`src/hw/rtl/tss_pkg.sv`:
```
`timescale 1ns / 1ps

package tss_pkg;

   localparam int TOKEN_COUNT = 15;
   localparam int MAX_PAT_LEN = 10;
   localparam int REP_BYTES   = 6;
   localparam int PAT_LEN_W   = 4;
   localparam int REP_LEN_W   = 3;
   localparam int TOK_IDX_W   = 4;

   // one queued character: raw byte for copying, folded byte for matching
   typedef struct packed {
      logic [7:0] raw;
      logic [7:0] folded;
      logic       last;
   } tss_char_type;

   // event from the sequencer to the output stage
   typedef struct packed {
      logic       valid;
      logic       fin;
      logic [7:0] data;
      logic       dropped;
   } tss_evt_type;

   // lower-case patterns, right-justified, first character in the highest used byte
   localparam logic [8*MAX_PAT_LEN-1:0] TOK_PAT [TOKEN_COUNT] = '{
      80'(":)"), 80'(":("), 80'(":d"), 80'(";)"), 80'(":p"),
      80'(":o"), 80'(":/"), 80'("<3"), 80'(":heart:"), 80'(":thumbsup:"),
      80'("lol"), 80'("rofl"), 80'("wink"), 80'("cool"), 80'("cry")
   };

   localparam logic [PAT_LEN_W-1:0] TOK_PLEN [TOKEN_COUNT] = '{
      4'd2, 4'd2, 4'd2, 4'd2, 4'd2, 4'd2, 4'd2, 4'd2,
      4'd7, 4'd10, 4'd3, 4'd4, 4'd4, 4'd4, 4'd3
   };

   // replacement sequences, left-justified, first byte in the top byte
   localparam logic [8*REP_BYTES-1:0] TOK_REP [TOKEN_COUNT] = '{
      48'hF09F988A_0000, 48'hF09F989E_0000, 48'hF09F9883_0000,
      48'hF09F9889_0000, 48'hF09F989B_0000, 48'hF09F98AE_0000,
      48'hF09F9895_0000, 48'hE29DA4EFB88F,   48'hE29DA4EFB88F,
      48'hF09F918D_0000, 48'hF09F9882_0000, 48'hF09FA4A3_0000,
      48'hF09F9889_0000, 48'hF09F988E_0000, 48'hF09F98A2_0000
   };

   localparam logic [REP_LEN_W-1:0] TOK_RLEN [TOKEN_COUNT] = '{
      3'd4, 3'd4, 3'd4, 3'd4, 3'd4, 3'd4, 3'd4, 3'd6,
      3'd6, 3'd4, 3'd4, 3'd4, 3'd4, 3'd4, 3'd4
   };

endpackage

```
`src/hw/rtl/tss_front.sv`:
```
`timescale 1ns / 1ps

module tss_front import tss_pkg::*; (
   input  logic         clock,
   input  logic         reset,
   input  logic         req_valid,
   output logic         req_ready,
   input  logic [7:0]   req_in_byte,
   input  logic         req_in_last,
   output tss_char_type q_data,
   output logic         q_valid,
   input  logic         q_ready
);

   tss_char_type slot_ff [2];
   tss_char_type char_in;
   logic         wr_ptr_ff, wr_ptr_in;
   logic         rd_ptr_ff, rd_ptr_in;
   logic [1:0]   count_ff, count_in;
   logic         push, pop;

   // case folding of ascii capitals
   always_comb begin
      char_in.raw    = req_in_byte;
      char_in.folded = (req_in_byte >= 8'h41 && req_in_byte <= 8'h5A) ?
                       (req_in_byte + 8'd32) : req_in_byte;
      char_in.last   = req_in_last;
   end

   assign req_ready = (count_ff != 2'd2);
   assign q_valid   = (count_ff != 2'd0);
   assign q_data    = slot_ff[rd_ptr_ff];
   assign push      = req_valid && req_ready;
   assign pop       = q_valid && q_ready;

   always_comb begin
      wr_ptr_in = push ? ~wr_ptr_ff : wr_ptr_ff;
      rd_ptr_in = pop ? ~rd_ptr_ff : rd_ptr_ff;
      count_in  = count_ff;
      if (push && !pop) begin
         count_in = count_ff + 2'd1;
      end else if (pop && !push) begin
         count_in = count_ff - 2'd1;
      end
   end

   always_ff @(posedge clock) begin
      if (reset) begin
         wr_ptr_ff <= 1'b0;
         rd_ptr_ff <= 1'b0;
         count_ff  <= 2'd0;
      end else begin
         wr_ptr_ff <= wr_ptr_in;
         rd_ptr_ff <= rd_ptr_in;
         count_ff  <= count_in;
      end
   end

   always_ff @(posedge clock) begin
      if (push) begin
         slot_ff[wr_ptr_ff] <= char_in;
      end
   end

endmodule

```
`src/hw/rtl/tss_back.sv`:
```
`timescale 1ns / 1ps

module tss_back import tss_pkg::*; #(
   parameter int WINDOW_LEN = 10,
   parameter int OUT_LIMIT  = 1023
) (
   input  logic         clock,
   input  logic         reset,
   input  tss_char_type q_data,
   input  logic         q_valid,
   output logic         q_ready,
   output tss_evt_type  evt,
   input  logic         evt_ready
);

   localparam int FILL_W = $clog2(WINDOW_LEN + 1);
   localparam int CNT_W  = $clog2(OUT_LIMIT + 1);
   localparam int REP_W  = 8 * REP_BYTES;
   localparam logic [FILL_W-1:0] FILL_FULL = FILL_W'(WINDOW_LEN);
   localparam logic [CNT_W-1:0]  CNT_LIMIT = CNT_W'(OUT_LIMIT);

   typedef enum logic [3:0] {
      ST_LOAD   = 4'b0001,
      ST_DECIDE = 4'b0010,
      ST_EMIT   = 4'b0100,
      ST_FINISH = 4'b1000
   } state_type;

   state_type              state_ff, state_in;
   logic [7:0]             win_raw_ff [WINDOW_LEN];
   logic [7:0]             win_lc_ff  [WINDOW_LEN];
   logic [FILL_W-1:0]      fill_ff, fill_in;
   logic                   last_ff, last_in;
   logic [CNT_W-1:0]       count_ff, count_in;
   logic                   dropped_ff, dropped_in;
   logic                   step_emit_ff, step_emit_in;
   logic [REP_W-1:0]       rep_ff, rep_in;
   logic [REP_LEN_W-1:0]   rem_ff, rem_in;
   logic [PAT_LEN_W-1:0]   shift_ff, shift_in;

   logic [TOKEN_COUNT-1:0] tok_hit;
   logic [TOK_IDX_W-1:0]   sel_idx;
   logic                   any_hit;
   logic                   load_en, shift_en;

   // token compare at the window head
   always_comb begin
      int idx;
      for (int t = 0; t < TOKEN_COUNT; t++) begin
         tok_hit[t] = (8'(TOK_PLEN[t]) <= 8'(fill_ff));
         for (int k = 0; k < MAX_PAT_LEN; k++) begin
            idx = int'(TOK_PLEN[t]) - 1 - k;
            if (k < int'(TOK_PLEN[t])) begin
               if (win_lc_ff[k] != TOK_PAT[t][idx*8 +: 8]) begin
                  tok_hit[t] = 1'b0;
               end
            end
         end
      end
   end

   // first entry in table order wins
   always_comb begin
      sel_idx = '0;
      for (int t = TOKEN_COUNT - 1; t >= 0; t--) begin
         if (tok_hit[t]) begin
            sel_idx = TOK_IDX_W'(t);
         end
      end
   end

   assign any_hit  = |tok_hit;
   assign q_ready  = (state_ff == ST_LOAD);
   assign load_en  = (state_ff == ST_LOAD) && q_valid;
   assign shift_en = (state_ff == ST_EMIT) && (shift_ff != '0);

   always_comb begin
      state_in     = state_ff;
      fill_in      = fill_ff;
      last_in      = last_ff;
      count_in     = count_ff;
      dropped_in   = dropped_ff;
      step_emit_in = step_emit_ff;
      rep_in       = rep_ff;
      rem_in       = rem_ff;
      shift_in     = shift_ff;
      evt          = '0;
      unique case (state_ff)
         ST_LOAD: begin
            if (q_valid) begin
               fill_in      = fill_ff + 1'b1;
               last_in      = q_data.last;
               step_emit_in = 1'b0;
               if (fill_in == FILL_FULL || q_data.last) begin
                  state_in = ST_DECIDE;
               end
            end
         end
         ST_DECIDE: begin
            if (any_hit) begin
               rep_in   = TOK_REP[sel_idx];
               rem_in   = TOK_RLEN[sel_idx];
               shift_in = TOK_PLEN[sel_idx];
            end else begin
               rep_in   = {win_raw_ff[0], (REP_W - 8)'(0)};
               rem_in   = REP_LEN_W'(1);
               shift_in = PAT_LEN_W'(1);
            end
            fill_in  = fill_ff - FILL_W'(shift_in);
            state_in = ST_EMIT;
         end
         ST_EMIT: begin
            if (rem_ff != '0) begin
               if (count_ff == CNT_LIMIT) begin
                  // output limit reached: byte is dropped
                  dropped_in = 1'b1;
                  rem_in     = rem_ff - 1'b1;
                  rep_in     = rep_ff << 8;
               end else begin
                  evt.valid = 1'b1;
                  evt.data  = rep_ff[REP_W-1 -: 8];
                  if (evt_ready) begin
                     count_in     = count_ff + 1'b1;
                     rem_in       = rem_ff - 1'b1;
                     rep_in       = rep_ff << 8;
                     step_emit_in = 1'b1;
                  end
               end
            end
            if (shift_ff != '0) begin
               shift_in = shift_ff - 1'b1;
            end
            if (rem_in == '0 && shift_in == '0) begin
               priority if (last_ff && fill_ff != '0) begin
                  state_in = ST_DECIDE;
               end else if (last_ff) begin
                  state_in = ST_FINISH;
               end else begin
                  state_in = ST_LOAD;
               end
            end
         end
         ST_FINISH: begin
            if (!step_emit_ff) begin
               // final request fully dropped: zero byte goes out as the end marker
               evt.valid = 1'b1;
               evt.data  = 8'h00;
               if (evt_ready) begin
                  step_emit_in = 1'b1;
               end
            end else begin
               evt.valid   = 1'b1;
               evt.fin     = 1'b1;
               evt.dropped = dropped_ff;
               if (evt_ready) begin
                  count_in   = '0;
                  dropped_in = 1'b0;
                  last_in    = 1'b0;
                  state_in   = ST_LOAD;
               end
            end
         end
         default: begin
            state_in = ST_LOAD;
         end
      endcase
   end

   always_ff @(posedge clock) begin
      if (reset) begin
         state_ff     <= ST_LOAD;
         fill_ff      <= '0;
         last_ff      <= 1'b0;
         count_ff     <= '0;
         dropped_ff   <= 1'b0;
         step_emit_ff <= 1'b0;
         rem_ff       <= '0;
         shift_ff     <= '0;
      end else begin
         state_ff     <= state_in;
         fill_ff      <= fill_in;
         last_ff      <= last_in;
         count_ff     <= count_in;
         dropped_ff   <= dropped_in;
         step_emit_ff <= step_emit_in;
         rem_ff       <= rem_in;
         shift_ff     <= shift_in;
      end
   end

   always_ff @(posedge clock) begin
      rep_ff <= rep_in;
   end

   // window: append at the fill point, drop the head one place per cycle
   always_ff @(posedge clock) begin
      for (int i = 0; i < WINDOW_LEN; i++) begin
         if (load_en && fill_ff == FILL_W'(i)) begin
            win_raw_ff[i] <= q_data.raw;
            win_lc_ff[i]  <= q_data.folded;
         end else if (shift_en && i < WINDOW_LEN - 1) begin
            win_raw_ff[i] <= win_raw_ff[(i + 1) % WINDOW_LEN];
            win_lc_ff[i]  <= win_lc_ff[(i + 1) % WINDOW_LEN];
         end
      end
   end

endmodule

```
`src/hw/rtl/tss_out.sv`:
```
`timescale 1ns / 1ps

module tss_out import tss_pkg::*; (
   input  logic        clock,
   input  logic        reset,
   input  tss_evt_type evt,
   output logic        evt_ready,
   output logic        rsp_valid,
   input  logic        rsp_ready,
   output logic [7:0]  rsp_out_byte,
   output logic        rsp_out_last,
   output logic        rsp_out_truncated
);

   logic       hold_valid_ff, hold_valid_in;
   logic [7:0] hold_byte_ff, hold_byte_in;
   logic       out_valid_ff, out_valid_in;
   logic [7:0] out_byte_ff, out_byte_in;
   logic       out_last_ff, out_last_in;
   logic       out_trunc_ff, out_trunc_in;
   logic       out_free;

   assign out_free  = !out_valid_ff || rsp_ready;
   assign evt_ready = evt.fin ? out_free : (out_free || !hold_valid_ff);

   always_comb begin
      hold_valid_in = hold_valid_ff;
      hold_byte_in  = hold_byte_ff;
      out_valid_in  = out_valid_ff;
      out_byte_in   = out_byte_ff;
      out_last_in   = out_last_ff;
      out_trunc_in  = out_trunc_ff;
      if (out_valid_ff && rsp_ready) begin
         out_valid_in = 1'b0;
      end
      if (evt.valid && evt_ready) begin
         if (evt.fin) begin
            // held byte becomes the final one, or a marker if nothing is held
            out_valid_in  = 1'b1;
            out_byte_in   = hold_valid_ff ? hold_byte_ff : 8'h00;
            out_last_in   = 1'b1;
            out_trunc_in  = hold_valid_ff ? evt.dropped : 1'b1;
            hold_valid_in = 1'b0;
         end else begin
            if (hold_valid_ff) begin
               out_valid_in = 1'b1;
               out_byte_in  = hold_byte_ff;
               out_last_in  = 1'b0;
               out_trunc_in = 1'b0;
            end
            hold_byte_in  = evt.data;
            hold_valid_in = 1'b1;
         end
      end
   end

   always_ff @(posedge clock) begin
      if (reset) begin
         hold_valid_ff <= 1'b0;
         out_valid_ff  <= 1'b0;
      end else begin
         hold_valid_ff <= hold_valid_in;
         out_valid_ff  <= out_valid_in;
      end
   end

   always_ff @(posedge clock) begin
      hold_byte_ff <= hold_byte_in;
      out_byte_ff  <= out_byte_in;
      out_last_ff  <= out_last_in;
      out_trunc_ff <= out_trunc_in;
   end

   assign rsp_valid         = out_valid_ff;
   assign rsp_out_byte      = out_byte_ff;
   assign rsp_out_last      = out_last_ff;
   assign rsp_out_truncated = out_trunc_ff;

endmodule

```
`src/hw/rtl/token_substitution_stream_core.sv`:
```
`timescale 1ns / 1ps
// token substitution stream: message bytes in on req_, bytes out on rsp_
// a request carries one character and a flag for the last one of a message;
// each rsp_ item is one output byte, the final one of a message carries
// rsp_out_last, plus rsp_out_truncated if bytes were cut at the length limit
// requests land in a two-entry queue; the sequencer behind it appends each one
// to the lookahead window, and when the window is full or holds the message's
// last character it decides at the head: it matches all tokens, then it sends
// the output bytes (4 or 6 for a token, 1 for a copy) one per cycle unless the
// output stage stalls, while the window drops the consumed bytes one per cycle
// on the last request the window drains completely, then a finish step ends the
// message, after a lone zero marker if every byte of that request was dropped
// one output byte is held back until the next one or the message end arrives,
// so the final byte can carry its flags
// a stalled receiver backs up through the output register and hold byte into
// the sequencer and the queue, and req_ready drops once the queue is full
// reset clears the queue, the window fill, the counters and the output stage
module token_substitution_stream_core import tss_pkg::*; #(
   parameter int WINDOW_LEN = 10,
   parameter int OUT_LIMIT  = 1023
) (
   input  logic       clock,
   input  logic       reset,
   input  logic       req_valid,
   output logic       req_ready,
   input  logic [7:0] req_in_byte,
   input  logic       req_in_last,
   output logic       rsp_valid,
   input  logic       rsp_ready,
   output logic [7:0] rsp_out_byte,
   output logic       rsp_out_last,
   output logic       rsp_out_truncated
);

   tss_char_type q_data;
   logic         q_valid;
   logic         q_ready;
   tss_evt_type  evt;
   logic         evt_ready;

   // front: take requests, fold case, queue them
   tss_front u_front (
      .clock       (clock),
      .reset       (reset),
      .req_valid   (req_valid),
      .req_ready   (req_ready),
      .req_in_byte (req_in_byte),
      .req_in_last (req_in_last),
      .q_data      (q_data),
      .q_valid     (q_valid),
      .q_ready     (q_ready)
   );

   // back: window, token match and byte sequencing with the length limit
   tss_back #(
      .WINDOW_LEN (WINDOW_LEN),
      .OUT_LIMIT  (OUT_LIMIT)
   ) u_back (
      .clock     (clock),
      .reset     (reset),
      .q_data    (q_data),
      .q_valid   (q_valid),
      .q_ready   (q_ready),
      .evt       (evt),
      .evt_ready (evt_ready)
   );

   // output: hold byte for end marking, then the output register
   tss_out u_out (
      .clock             (clock),
      .reset             (reset),
      .evt               (evt),
      .evt_ready         (evt_ready),
      .rsp_valid         (rsp_valid),
      .rsp_ready         (rsp_ready),
      .rsp_out_byte      (rsp_out_byte),
      .rsp_out_last      (rsp_out_last),
      .rsp_out_truncated (rsp_out_truncated)
   );

`ifndef SYNTH
   // truncation is only ever reported on the final byte of a message
   a_trunc_only_last: assert property (@(posedge clock) disable iff (reset)
      rsp_valid |-> (rsp_out_last || !rsp_out_truncated))
      else $error("truncated flag on a non-final byte");

   // a message end taken by the output stage shows up as a final byte next cycle
   a_fin_gives_last: assert property (@(posedge clock) disable iff (reset)
      (evt.valid && evt.fin && evt_ready) |=> (rsp_valid && rsp_out_last))
      else $error("message end not presented as final byte");

   // the sequencer never emits while it is taking a character from the queue
   a_no_emit_on_load: assert property (@(posedge clock) disable iff (reset)
      (q_valid && q_ready) |-> !evt.valid)
      else $error("emission during window load");
`endif

endmodule

```
`config.mk`:
```
export PLATFORM = sky130hd
export DESIGN_NAME = token_substitution_stream_core
export DESIGN_NICKNAME = d
export VERILOG_FILES = /design/src/hw/rtl/tss_pkg.sv /design/src/hw/rtl/tss_front.sv /design/src/hw/rtl/tss_back.sv /design/src/hw/rtl/tss_out.sv /design/src/hw/rtl/token_substitution_stream_core.sv
export SDC_FILE = /design/constraint.sdc
export NUM_CORES = 1
export LEC_CHECK = 0
export ABC_AREA = 1
export BUFFER_PORTS_ARGS = -buffer_cell sky130_fd_sc_hd__buf_2
export CAP_MARGIN = 20
export CORE_UTILIZATION = 56
export DETAILED_ROUTE_END_ITERATION = 8
export MAX_ROUTING_LAYER = met4
export PLACE_DENSITY = 0.72
export SETUP_SLACK_MARGIN = 0.02
export SYNTH_ARGS = -nofsm -noshare
export SYNTH_HDL_FRONTEND = slang
export SYNTH_HIERARCHICAL = 1
export SYNTH_SLANG_ARGS = --single-unit
```
`constraint.sdc`:
```
create_clock -name clock -period 3.11 [get_ports clock]
set_clock_uncertainty 0.1 [all_clocks]
set_input_delay 0.1555 -clock clock [delete_from_list [all_inputs] [get_ports clock]]
set_output_delay 0.1555 -clock clock [all_outputs]
set_load 0.01 [all_outputs]
```
==> After elaboration in Yosys (flattened, before gate mapping) <==
Memory sizes are Yosys's and may differ from the RTL's. A register that Yosys moved wholly into a read port is not among the register bits.
Index checks and enable logic that the tools add are counted.
{ "classes": {"addsub": 8, "order_cmp": 8, "eq_ne": 64, "mux": 202, "bitwise": 24, "reduce_logical": 54} }
{ "ops": {"columns": ["cell", "n"], "rows": [
  ["2-to-1 mux 48 bit", 6],
  ["!= test 8 x 7 -> 1 bit, second input constant", 29],
  ["2-to-1 mux 8 bit", 24],
  ["2-to-1 mux 4 bit", 31],
  ["2-to-1 mux 1 bit", 117],
  ["case mux 48 bit (2 select lines)", 1],
  ["!= test 8 x 6 -> 1 bit, second input constant", 9],
  ["2-to-1 mux 10 bit", 5],
  ["2-to-1 mux 3 bit", 7],
  ["== test 4 x 3 -> 1 bit, second input constant", 5],
  ["logical AND 1 bit", 20],
  ["case mux 10 bit (2 select lines)", 1],
  ["OR 1 bit", 18],
  ["== test 4 bit, second input constant", 4],
  ["case mux 4 bit (2 select lines)", 2],
  ["case mux 4 bit (4 select lines)", 1],
  ["OR reduction 8 bit", 2],
  ["AND reduction 5 bit", 3],
  ["OR reduction 15 bit", 1],
  ["nonzero test 2 bit", 7],
  ["== test 4 x 2 -> 1 bit, second input constant", 3],
  ["adder 10 x 1 -> 10 bit, second input constant", 1],
  ["== test 10 bit, second input constant", 1],
  ["!= test 2 x 1 -> 1 bit, second input constant", 5],
  ["33 further kinds", 57]
]} }
{ "word_totals": {"ff_bits": 100, "mem_bits_rw": 194, "romBits": 880, "inputBits": 13, "out_inout_bits": 12, "elab_cells": 384, "memories": 6} }
{ "memory_table": {"columns": ["memory", "depth", "word_bits", "rd", "rd_clocked_by_memory_dff", "write_ports", "line_no", "rtl"], "rows": [
  ["(name not given)", 16, 48, 1, 0, 0, "tss_back.sv:101", "rep_in = TOK_REP[sel_idx];"],
  ["u_back.win_lc_ff", 10, 8, 10, 0, 9, "tss_back.sv:31", "logic [7:0] win_lc_ff [WINDOW_LEN];"],
  ["u_back.win_raw_ff", 10, 8, 10, 0, 9, "tss_back.sv:30", "logic [7:0] win_raw_ff [WINDOW_LEN];"],
  ["(name not given)", 16, 4, 1, 0, 0, "tss_back.sv:103", "shift_in = TOK_PLEN[sel_idx];"],
  ["(name not given)", 16, 3, 1, 0, 0, "tss_back.sv:102", "rem_in = TOK_RLEN[sel_idx];"],
  ["u_front.slot_ff", 2, 17, 1, 1, 1, "tss_front.sv:15", "tss_char_type slot_ff [2];"]
]} }

==> Longest topological paths before layout <==
Gate-level depths: netlist of run 1.
An unclocked memory read counts as a cell.
{ "logic_depth": {"depth_word": 30, "mapped_depth": 25, "depth_no_buf": 24} }

==> Hierarchy <==
Netlist of run 1, hierarchy kept.
{ "by_module_without_submodules": {"columns": ["mod", "instances", "cells_per_inst", "area_per_inst_um2", "seq_area_each_um2"], "rows": [
  ["tss_back", 1, 1248, 11343.4, 6416.2],
  ["tss_front", 1, 98, 1286.2, 820.8],
  ["tss_out", 1, 54, 720.7, 580.6]
]} }

==> Worst setup path before layout of run 1 <==
Ideal clock, no wire load.
{ "synth_timing": {"kind": "register to register", "from": "register u_back.state_ff[1]", "to": "register u_back.rep_ff[10] (enable)", "setup_time_ps": 439, "arrival_ps": 2876, "required_ps": 2571, "path_slack_ps": -305, "path_stages_with_launch": 11, "n_path_buf": 0, "period_less_slack_ps": 3415, "cell_sequence": "dfxtp_1 -> nor2_1 -> nand3_1 -> nor2_1 -> inv_2 -> nand2_2 -> nand2_2 -> inv_1 -> nand2_1 -> nand2_1 -> a21oi_1"} }
{ "synth_rtl": {"columns": ["item", "line_no", "rtl"], "rows": [
  ["start: declaration", "tss_back.sv:29", "state_type state_ff, state_in;"],
  ["start signal: assignment", "tss_back.sv:180", "state_ff <= state_in;"],
  ["end signal: assignment", "tss_back.sv:192", "rep_ff <= rep_in;"],
  ["end: declaration", "tss_back.sv:37", "logic [REP_W-1:0] rep_ff, rep_in;"]
]} }

==> load_flow_metrics.sql, run 1 <==
INSERT INTO impl_metrics (metric_group, metric, value, unit) VALUES
('job', 'maximum_capacitance_violations', '0', ''),
('setup_path', 'critical_path_class', 'register to register', ''),
('floorplan', 'floorplan.initialDensity', '57.05', '%'),
('drt', 'vias', '10430', ''),
('grt', 'grt_pass1_vias', '10080', ''),
('setup_path', 'crit_path_max_fanout', '4', ''),
('sta', 'unrepaired_setup_endpoints_after_global_routing', 'yes', ''),
('place', 'placed_cells_incl_taps', '1819', ''),
('grt', 'antenna_violations_before_repair', '0', ''),
('sta', 'final.setup.worst_slack', '-0.1312', 'ns'),
('synth', 'avgSynthCellArea', '9.536', 'µm²'),
('grt', 'grt_first_pass_wirelength', '50850', 'µm'),
('setup_path', 'wp_data_required', '3.45', 'ns'),
('drt', 'antenna_violating_nets_post_route', '0', ''),
('sta', 'worst-slew-pin-transition', '1.105', 'ns'),
('synth', 'post_synth_instance_area', '13350', 'µm²'),
('drt', 'first_iter_violations', '852', ''),
('status', 'violated_checks', 'negative setup slack', ''),
('floorplan', 'ios', '25', ''),
('floorplan', 'rows', '56', ''),
('place', 'placement.setup.worst_slack', '-0.1586', 'ns'),
('setup_path', 'critical_path_arrival', '3.58', 'ns'),
('synth', 'synth_fp_nets', '1435', ''),
('drt', 'detail_route.drc_violations', '0', ''),
('setup_path', 'cp-start-kind', 'register', ''),
('place', 'port-buffer-count', '24', ''),
('cts', 'cts_inserted_buffers', '29', ''),
('cts', 'h-tree-depth', '1', ''),
('pwr', 'leakagePower', '6.676', 'nW'),
('cts', 'clkLatencyLatePin', '0.56', 'ns'),
('min_path', 'min_path_type', 'primary input to register', ''),
('pwr', 'fin_total_pwr', '11.13', 'mW'),
('drt', 'route.met3.wl', '1742', 'µm'),
('cts', 'clockBufferDepth', '3', ''),
('final_layout', 'fin_area', '16150', 'µm²'),
('drt', 'wl_met2', '15840', 'µm'),
('pwr', 'power-per-cell-area', '689.6', 'nW/µm²'),
('drt', 'drt-vias-per-instance', '5.471', ''),
('grt', 'grt_start_max_net_pins', '107', ''),
('synth', 'synth.yosys.seq_area_share', '58.56', '%'),
('final_layout', 'filler_cell_count', '1834', ''),
('drt', 'drtPass1Iterations', '5', ''),
('place', 'place.gp.congestion', '1.019', ''),
('setup_path', 'critical_path.endpoint_type', 'register', ''),
('sta', 'worst_slew_margin_rel', '26.14', '%'),
('drt', 'route.final.wire_length', '31710', 'µm'),
('sta', 'fin_crit', '3.241', 'ns'),
('synth', 'synth-edff-count', '237', ''),
('synth', 'yosysUniqueCellTypes', '56', ''),
('sta', 'report.final.hold_viol_count', '0', ''),
('drt', 'top_layer_used', 'met4', ''),
('floorplan', 'dieWidth', '156.4', 'µm'),
('floorplan', 'die_ar', '24460', 'µm²'),
('synth', 'postSynthRegisterBits', '272', ''),
('sta', 'timing.setup.tns', '-0.2194', 'ns'),
('final_layout', 'area_growth_syn_to_layout', '20.94', '%'),
('sta', 'setup_viol', '3', ''),
('drt', 'detailed_routing_wirelength_on_met1', '13470', 'µm'),
('pwr', 'irDropWorstVdd', '0.0004997', 'V'),
('place', 'dp_hpwl', '22020', 'µm'),
('sta', 'slew_violations', '0', ''),
('final_layout', 'final_layout_size_suffix_gt1_share', '22.36', '%'),
('grt', 'gr-usage-all-layers', '27.39', '%'),
('synth', 'number_of_standard_cells_after_synthesis', '1400', ''),
('synth', 'async_s_r_ff_share_synth', '0', '%'),
('floorplan', 'coreArea', '23400', 'µm²'),
('cts', 'clk_root_buffer_cell', 'sky130_fd_sc_hd__clkbuf_16', ''),
('final_layout', 'mostFrequentLayoutCell', 'sky130_fd_sc_hd__nand2_1', ''),
('synth', 'yosys_most_used_dff', 'sky130_fd_sc_hd__edfxtp_1', ''),
('place', 'detailed_place.area', '14630', 'µm²'),
('final_layout', 'finish.net_count', '1600', ''),
('final_layout', 'layoutNonFillerInstCount', '1907', ''),
('floorplan', 'floorplan.die.height', '156.4', 'µm'),
('status', 'run_status', 'complete, but fails checks', ''),
('final_layout', 'most-common-layout-cells', 'sky130_fd_sc_hd__nand2_1 (285), sky130_fd_sc_hd__edfxtp_1 (237), sky130_fd_sc_hd__inv_1 (161), sky130_fd_sc_hd__nand3_1 (158), sky130_fd_sc_hd__buf_4 (138)', ''),
('cts', 'clk_pin_slew_worst_paths', '0.06', 'ns'),
('sta', 'max_freq', '308.5', 'MHz'),
('synth', 'yosys_warnings', '6', ''),
('drt', 'avgRoutedWirePerCell', '16.63', 'µm'),
('final_layout', 'antenna_cells', '0', ''),
('cts', 'numClockSinks', '272', ''),
('cts', 'cts_tree', 'done', ''),
('grt', 'grt.overflow.total', '0', ''),
('sta', 'min_period_over_period', '104.2', '%');
[through the flow]
stage | hold WS (ns) | util [%]
global placement | 0.2470 | 62.52
floorplan | 0.1246 | -
detailed placement | 0.2492 | 62.52
global route | 0.2189 | 68.99
finish | 0.2269 | 68.99
CTS | 0.2129 | 67.95
[worst max-delay path: stages, from the launching register on]
cell                       delay [ns]
sky130_fd_sc_hd__edfxtp_1        0.54
sky130_fd_sc_hd__nand2_2         0.15
sky130_fd_sc_hd__nor2_4          0.15
sky130_fd_sc_hd__nand2_2         0.09
sky130_fd_sc_hd__nor2_2          0.13
sky130_fd_sc_hd__nand3_2         0.11
sky130_fd_sc_hd__nand2_1         0.09
sky130_fd_sc_hd__inv_1           0.05
sky130_fd_sc_hd__nand3_2         0.05
sky130_fd_sc_hd__nor2_2          0.04
sky130_fd_sc_hd__nand3_2         0.08
sky130_fd_sc_hd__inv_2           0.06
sky130_fd_sc_hd__ha_4            0.24
sky130_fd_sc_hd__nor3_4          0.12
sky130_fd_sc_hd__nor2_1          0.08
sky130_fd_sc_hd__ha_1            0.35
sky130_fd_sc_hd__a21oi_2         0.18
sky130_fd_sc_hd__o21ai_2         0.07
sky130_fd_sc_hd__xor2_1          0.16
sky130_fd_sc_hd__nand3b_1        0.16
sky130_fd_sc_hd__nand3_1         0.08
sky130_fd_sc_hd__a21oi_1         0.06
[routing by layer]
| metal | global-route usage, % | vias up |
|---|---|---|
| li1 | - | 5060 |
| met4 | 6.489 | 0 |
| met2 | 46.39 | 325 |
| met3 | 3.185 | 63 |
| met5 | - | - |
| met1 | 35.32 | 4986 |
[Yosys cell counts, types with 21 or more instances]
master / count / share of area [%]
sky130_fd_sc_hd__nand2_1: 297 / 8.4
sky130_fd_sc_hd__ha_1: 21 / 2.0
sky130_fd_sc_hd__nor3_1: 23 / 0.86
sky130_fd_sc_hd__nand3_1: 166 / 6.2
sky130_fd_sc_hd__dfxtp_1: 35 / 5.2
sky130_fd_sc_hd__o21ai_0: 70 / 2.6
sky130_fd_sc_hd__nand4_1: 23 / 1.1
sky130_fd_sc_hd__a21oi_1: 34 / 1.3
sky130_fd_sc_hd__inv_1: 167 / 4.7
sky130_fd_sc_hd__nor2_1: 139 / 3.9
sky130_fd_sc_hd__edfxtp_1: 237 / 53
sky130_fd_sc_hd__clkbuf_1: 23 / 0.65
[final timing paths]
path	from	end	slack, ns	cells after the start
max	u_back/win_lc_ff[1][2]	u_back/fill_ff[3]	-0.13	21
min	req_in_last	u_front/slot_ff[0][0]	0.23	2
max reg2reg	u_back/win_lc_ff[1][2]	u_back/fill_ff[3]	-0.13	21
min reg2reg	u_out/hold_valid_ff	u_out/hold_valid_ff	0.38	2
[layout make-up]
class                   count  area [µm²]  area share [%]
repair buffers            178        1320           8.176
inverters                 183       695.7           4.309
clock inverters            18       196.4           1.217
clock buffers              36       752.0           4.657
multi-input cells         901        4955           30.69
well taps                 319       399.1           2.472
flip-flops and latches    272        7828           48.48
[sequential cells by signal, indices dropped and copies added, names as in the netlist, named ones only]
register / count
u_back/step_emit_ff: 1
u_back/rep_ff: 35
u_front/rd_ptr_ff: 1
u_back/dropped_ff: 1
u_back/count_ff: 10
u_back/state_ff: 4
u_out/hold_valid_ff: 1
u_front/wr_ptr_ff: 1
u_out/rsp_out_last: 1
u_back/win_raw_ff: 80
u_back/rem_ff: 3
u_back/fill_ff: 4
u_out/hold_byte_ff: 8
u_back/win_lc_ff: 80
u_out/rsp_out_truncated: 1
u_out/rsp_out_byte: 8
u_back/last_ff: 1
u_front/count_ff: 2
u_back/shift_ff: 4
u_front/slot_ff: 24
u_out/rsp_valid: 1
[what timing repair did]
action,4_1_cts,5_1_grt
resized for setup,26,53
hold buffers,13,0
buffers inserted,14,8
hold endpoints to repair,41,0
pin swaps,22,25
endpoints found under the setup margin,3,11
[power by group]
group	switching, mW	leakage (nW)	total, mW	internal [mW]
Sequential	0.214	2.45	4.84	4.63
Combinational	1.91	3.76	2.85	0.939
Clock	1.40	0.466	3.44	2.05
[cell families (layout without fill, tap and decap cells)]
logic type | after synthesis | in the layout | share of synthesized area, %
AOI/OAI and AO/OA | 148 | 148 | 6.026
and+or+nand+nor | 712 | 712 | 24.77
muxes | 12 | 12 | 1.293
buffers and inverters | 227 | 415 | 6.776
DFF | 272 | 272 | 58.56
adders and majority gates | 22 | 22 | 2.118
xor gates and xnor gates | 7 | 7 | 0.4592
(Power assumes the default switching activity.)
==> inputs of run 2 (changes only) <==
--- a/config.mk
+++ b/config.mk
@@ -17,3 +17,4 @@
 export SYNTH_HDL_FRONTEND = slang
 export SYNTH_HIERARCHICAL = 1
 export SYNTH_SLANG_ARGS = --single-unit
+export TNS_END_PERCENT = 5
==> run 2 against run 1 <==
Effect of this change:
- the flow still finishes with violations (negative setup slack)
- largest power group unchanged
- core utilization rose by 1.5 points
- critical endpoint unchanged
- first-iteration DRC count fell by 8.0%
- sequential share of layout area fell by 1.0 points
- register-to-register slack improved by 0.02 ns
==> load_flow_metrics.sql, run 2 (synthesis results as in run 1) <==
INSERT INTO impl_metrics (metric_group, metric, value, unit) VALUES
('floorplan', 'floorplan.die.height', '156.4', 'µm'),
('sta', 'report.final.hold_viol_count', '0', ''),
('cts', 'cts_tree', 'done', ''),
('final_layout', 'layoutNonFillerInstCount', '1954', ''),
('sta', 'max_freq', '310.9', 'MHz'),
('cts', 'numClockSinks', '272', ''),
('cts', 'clk_pin_slew_worst_paths', '0.06', 'ns'),
('floorplan', 'ios', '25', ''),
('drt', 'antenna_violating_nets_post_route', '0', ''),
('grt', 'gr-usage-all-layers', '27.31', '%'),
('drt', 'detail_route.drc_violations', '0', ''),
('final_layout', 'final_layout_size_suffix_gt1_share', '24.04', '%'),
('place', 'dp_hpwl', '22400', 'µm'),
('sta', 'final.setup.worst_slack', '-0.1070', 'ns'),
('floorplan', 'die_ar', '24460', 'µm²'),
('cts', 'h-tree-depth', '1', ''),
('floorplan', 'coreArea', '23400', 'µm²'),
('place', 'port-buffer-count', '24', ''),
('place', 'place.gp.congestion', '0.9370', ''),
('final_layout', 'antenna_cells', '0', ''),
('floorplan', 'dieWidth', '156.4', 'µm'),
('status', 'violated_checks', 'negative setup slack', ''),
('sta', 'worst-slew-pin-transition', '1.054', 'ns'),
('sta', 'timing.hold.ws', '0.2692', 'ns'),
('grt', 'grt.overflow.total', '0', ''),
('grt', 'grt_first_pass_wirelength', '50820', 'µm'),
('grt', 'grt_pass1_vias', '10070', ''),
('drt', 'drt-vias-per-instance', '5.404', ''),
('setup_path', 'critical_path.endpoint_type', 'register', ''),
('sta', 'fin_crit', '3.217', 'ns'),
('grt', 'grt_start_max_net_pins', '104', ''),
('pwr', 'clk_network_pwr_share', '30.1', '%'),
('setup_path', 'crit_path_max_fanout', '3', ''),
('cts', 'cts_inserted_buffers', '29', ''),
('final_layout', 'most-common-layout-cells', 'sky130_fd_sc_hd__nand2_1 (286), sky130_fd_sc_hd__edfxtp_1 (237), sky130_fd_sc_hd__buf_4 (186), sky130_fd_sc_hd__inv_1 (162), sky130_fd_sc_hd__nand3_1 (156)', ''),
('grt', 'antenna_violations_before_repair', '0', ''),
('floorplan', 'rows', '56', ''),
('drt', 'route.final.wire_length', '31830', 'µm'),
('cts', 'clockBufferDepth', '3', ''),
('job', 'maximum_capacitance_violations', '0', ''),
('drt', 'route.met3.wl', '1999', 'µm'),
('place', 'placement.setup.worst_slack', '-0.3857', 'ns'),
('setup_path', 'wp_data_required', '3.51', 'ns'),
('final_layout', 'layout.core_utilization', '70.46', '%'),
('cts', 'clkLatencyLatePin', '0.56', 'ns'),
('floorplan', 'floorplan.initialDensity', '57.05', '%'),
('drt', 'drtPass1Iterations', '6', ''),
('pwr', 'irDropWorstVdd', '0.0007217', 'V'),
('pwr', 'power-per-cell-area', '678.1', 'nW/µm²'),
('sta', 'min_period_over_period', '103.4', '%'),
('sta', 'worst_slew_margin_rel', '29.75', '%'),
('drt', 'top_layer_used', 'met4', ''),
('pwr', 'leakagePower', '6.885', 'nW'),
('drt', 'avgRoutedWirePerCell', '16.29', 'µm'),
('drt', 'first_iter_violations', '784', ''),
('final_layout', 'finish.net_count', '1649', ''),
('drt', 'wl_met2', '15440', 'µm'),
('sta', 'unrepaired_setup_endpoints_after_global_routing', 'yes', ''),
('setup_path', 'critical_path_arrival', '3.61', 'ns'),
('pwr', 'fin_total_pwr', '11.18', 'mW'),
('sta', 'setup_viol', '2', ''),
('cts', 'clk_root_buffer_cell', 'sky130_fd_sc_hd__clkbuf_16', ''),
('setup_path', 'critical_path_class', 'register to register', ''),
('min_path', 'min_path_type', 'primary input to register', ''),
('pwr', 'p_comb_share', '26.9', '%'),
('drt', 'vias', '10560', ''),
('final_layout', 'reg.largest.list', 'u_back/win_lc_ff x80, u_back/win_raw_ff x80, u_back/rep_ff x35', ''),
('pwr', 'switching_power', '3.559', 'mW'),
('pwr', 'netSwitchingFraction', '31.83', '%'),
('drt', 'detailed_routing_wirelength_on_met1', '13820', 'µm'),
('status', 'run_status', 'complete, but fails checks', ''),
('sta', 'slew_violations', '0', ''),
('setup_path', 'cp-start-kind', 'register', ''),
('place', 'placed_cells_incl_taps', '1873', ''),
('final_layout', 'area_growth_syn_to_layout', '23.51', '%'),
('pwr', 'seq_power_share', '43.0', '%'),
('final_layout', 'mostFrequentLayoutCell', 'sky130_fd_sc_hd__nand2_1', ''),
('pwr', 'cellInternalPower', '7.621', 'mW');
run 2: cell count changes in the layout (fill, tap and decap cells not counted), moves of 3 or more:
cell and change:
sky130_fd_sc_hd__buf_4 +48, sky130_fd_sc_hd__clkinv_2 -3, sky130_fd_sc_hd__nor2_1 +5, sky130_fd_sc_hd__nor2_2 -4
run 2: worst max-delay path, cell delays in order, from the launching register on:
cell,delay [ns]
sky130_fd_sc_hd__edfxtp_1,0.45
sky130_fd_sc_hd__nand2_4,0.13
sky130_fd_sc_hd__nor3_4,0.05
sky130_fd_sc_hd__buf_4,0.13
sky130_fd_sc_hd__buf_4,0.13
sky130_fd_sc_hd__nand3_2,0.07
sky130_fd_sc_hd__or2_4,0.13
sky130_fd_sc_hd__nand2_2,0.06
sky130_fd_sc_hd__nor3_4,0.27
sky130_fd_sc_hd__buf_6,0.14
sky130_fd_sc_hd__inv_1,0.05
sky130_fd_sc_hd__ha_2,0.19
sky130_fd_sc_hd__nand2_2,0.07
sky130_fd_sc_hd__nand2_2,0.06
sky130_fd_sc_hd__nand2_4,0.07
sky130_fd_sc_hd__inv_1,0.04
sky130_fd_sc_hd__ha_1,0.26
sky130_fd_sc_hd__nand2_1,0.05
sky130_fd_sc_hd__o21ai_2,0.14
sky130_fd_sc_hd__xor2_1,0.18
sky130_fd_sc_hd__nand3b_1,0.14
sky130_fd_sc_hd__nand3_2,0.10
sky130_fd_sc_hd__a21oi_2,0.12
run 2: final cells by class:
cell class	count	area [µm²]
multi-input combinational	901	4937
clock inverter	16	167.7
inverter	183	698.2
tap	319	399.1
clock buffer	36	752.0
fill	1855	6914
timing repair buffer	227	1709
sequential	272	7825
run 2: routing by layer:
metal  up-vias  GRT usage [%]
met4         0          6.676
met3        50          3.489
met2       342          45.28
met5         -              -
met1      5025          35.77
li1       5143              -
run 2: metrics by stage:
stage                     setup TNS, ns  area [µm²]
after floorplan                 -0.2621       13350
final                           -0.1694       16490
after global placement          -0.4883       15000
after global routing            -0.6191       16490
after CTS                       -0.3967       16180
after detailed placement        -0.7512       15000
run 2: worst paths after layout:
| path | startpoint | endpoint | slack, ns | depth (start not counted) |
|---|---|---|---|---|
| worst max register to register | u_back/win_lc_ff[0][5] | u_back/fill_ff[3] | -0.11 | 22 |
| worst min-delay path | req_in_byte[1] | u_front/slot_ff[1][10] | 0.27 | 2 |
| worst max-delay path | u_back/win_lc_ff[0][5] | u_back/fill_ff[3] | -0.11 | 22 |
| worst min register to register | u_back/last_ff | u_back/last_ff | 0.39 | 2 |
run 2: power groups by stage:
| stage | registers, mW | logic [mW] | clock network, mW |
|---|---|---|---|
| 4_1_cts | 4.80 | 2.85 | 3.41 |
| 3_5_place_dp | 4.86 | 2.79 | 0 |
| 3_3_place_gp | 4.85 | 2.71 | 0 |
| 6_report | 4.81 | 3.01 | 3.36 |
| 5_1_grt | 4.84 | 3.32 | 3.57 |
| 2_1_floorplan | 4.84 | 1.78 | 0 |
run 2: what timing repair did:
action / in CTS / in global routing
setup endpoints to repair: 3 / 5
resized for setup: 19 / 59
endpoints found under the hold margin: 41 / 0
hold buffers: 13 / 0
pin swaps: 19 / 30
gates cloned: 0 / 0
setup buffers: 6 / 9
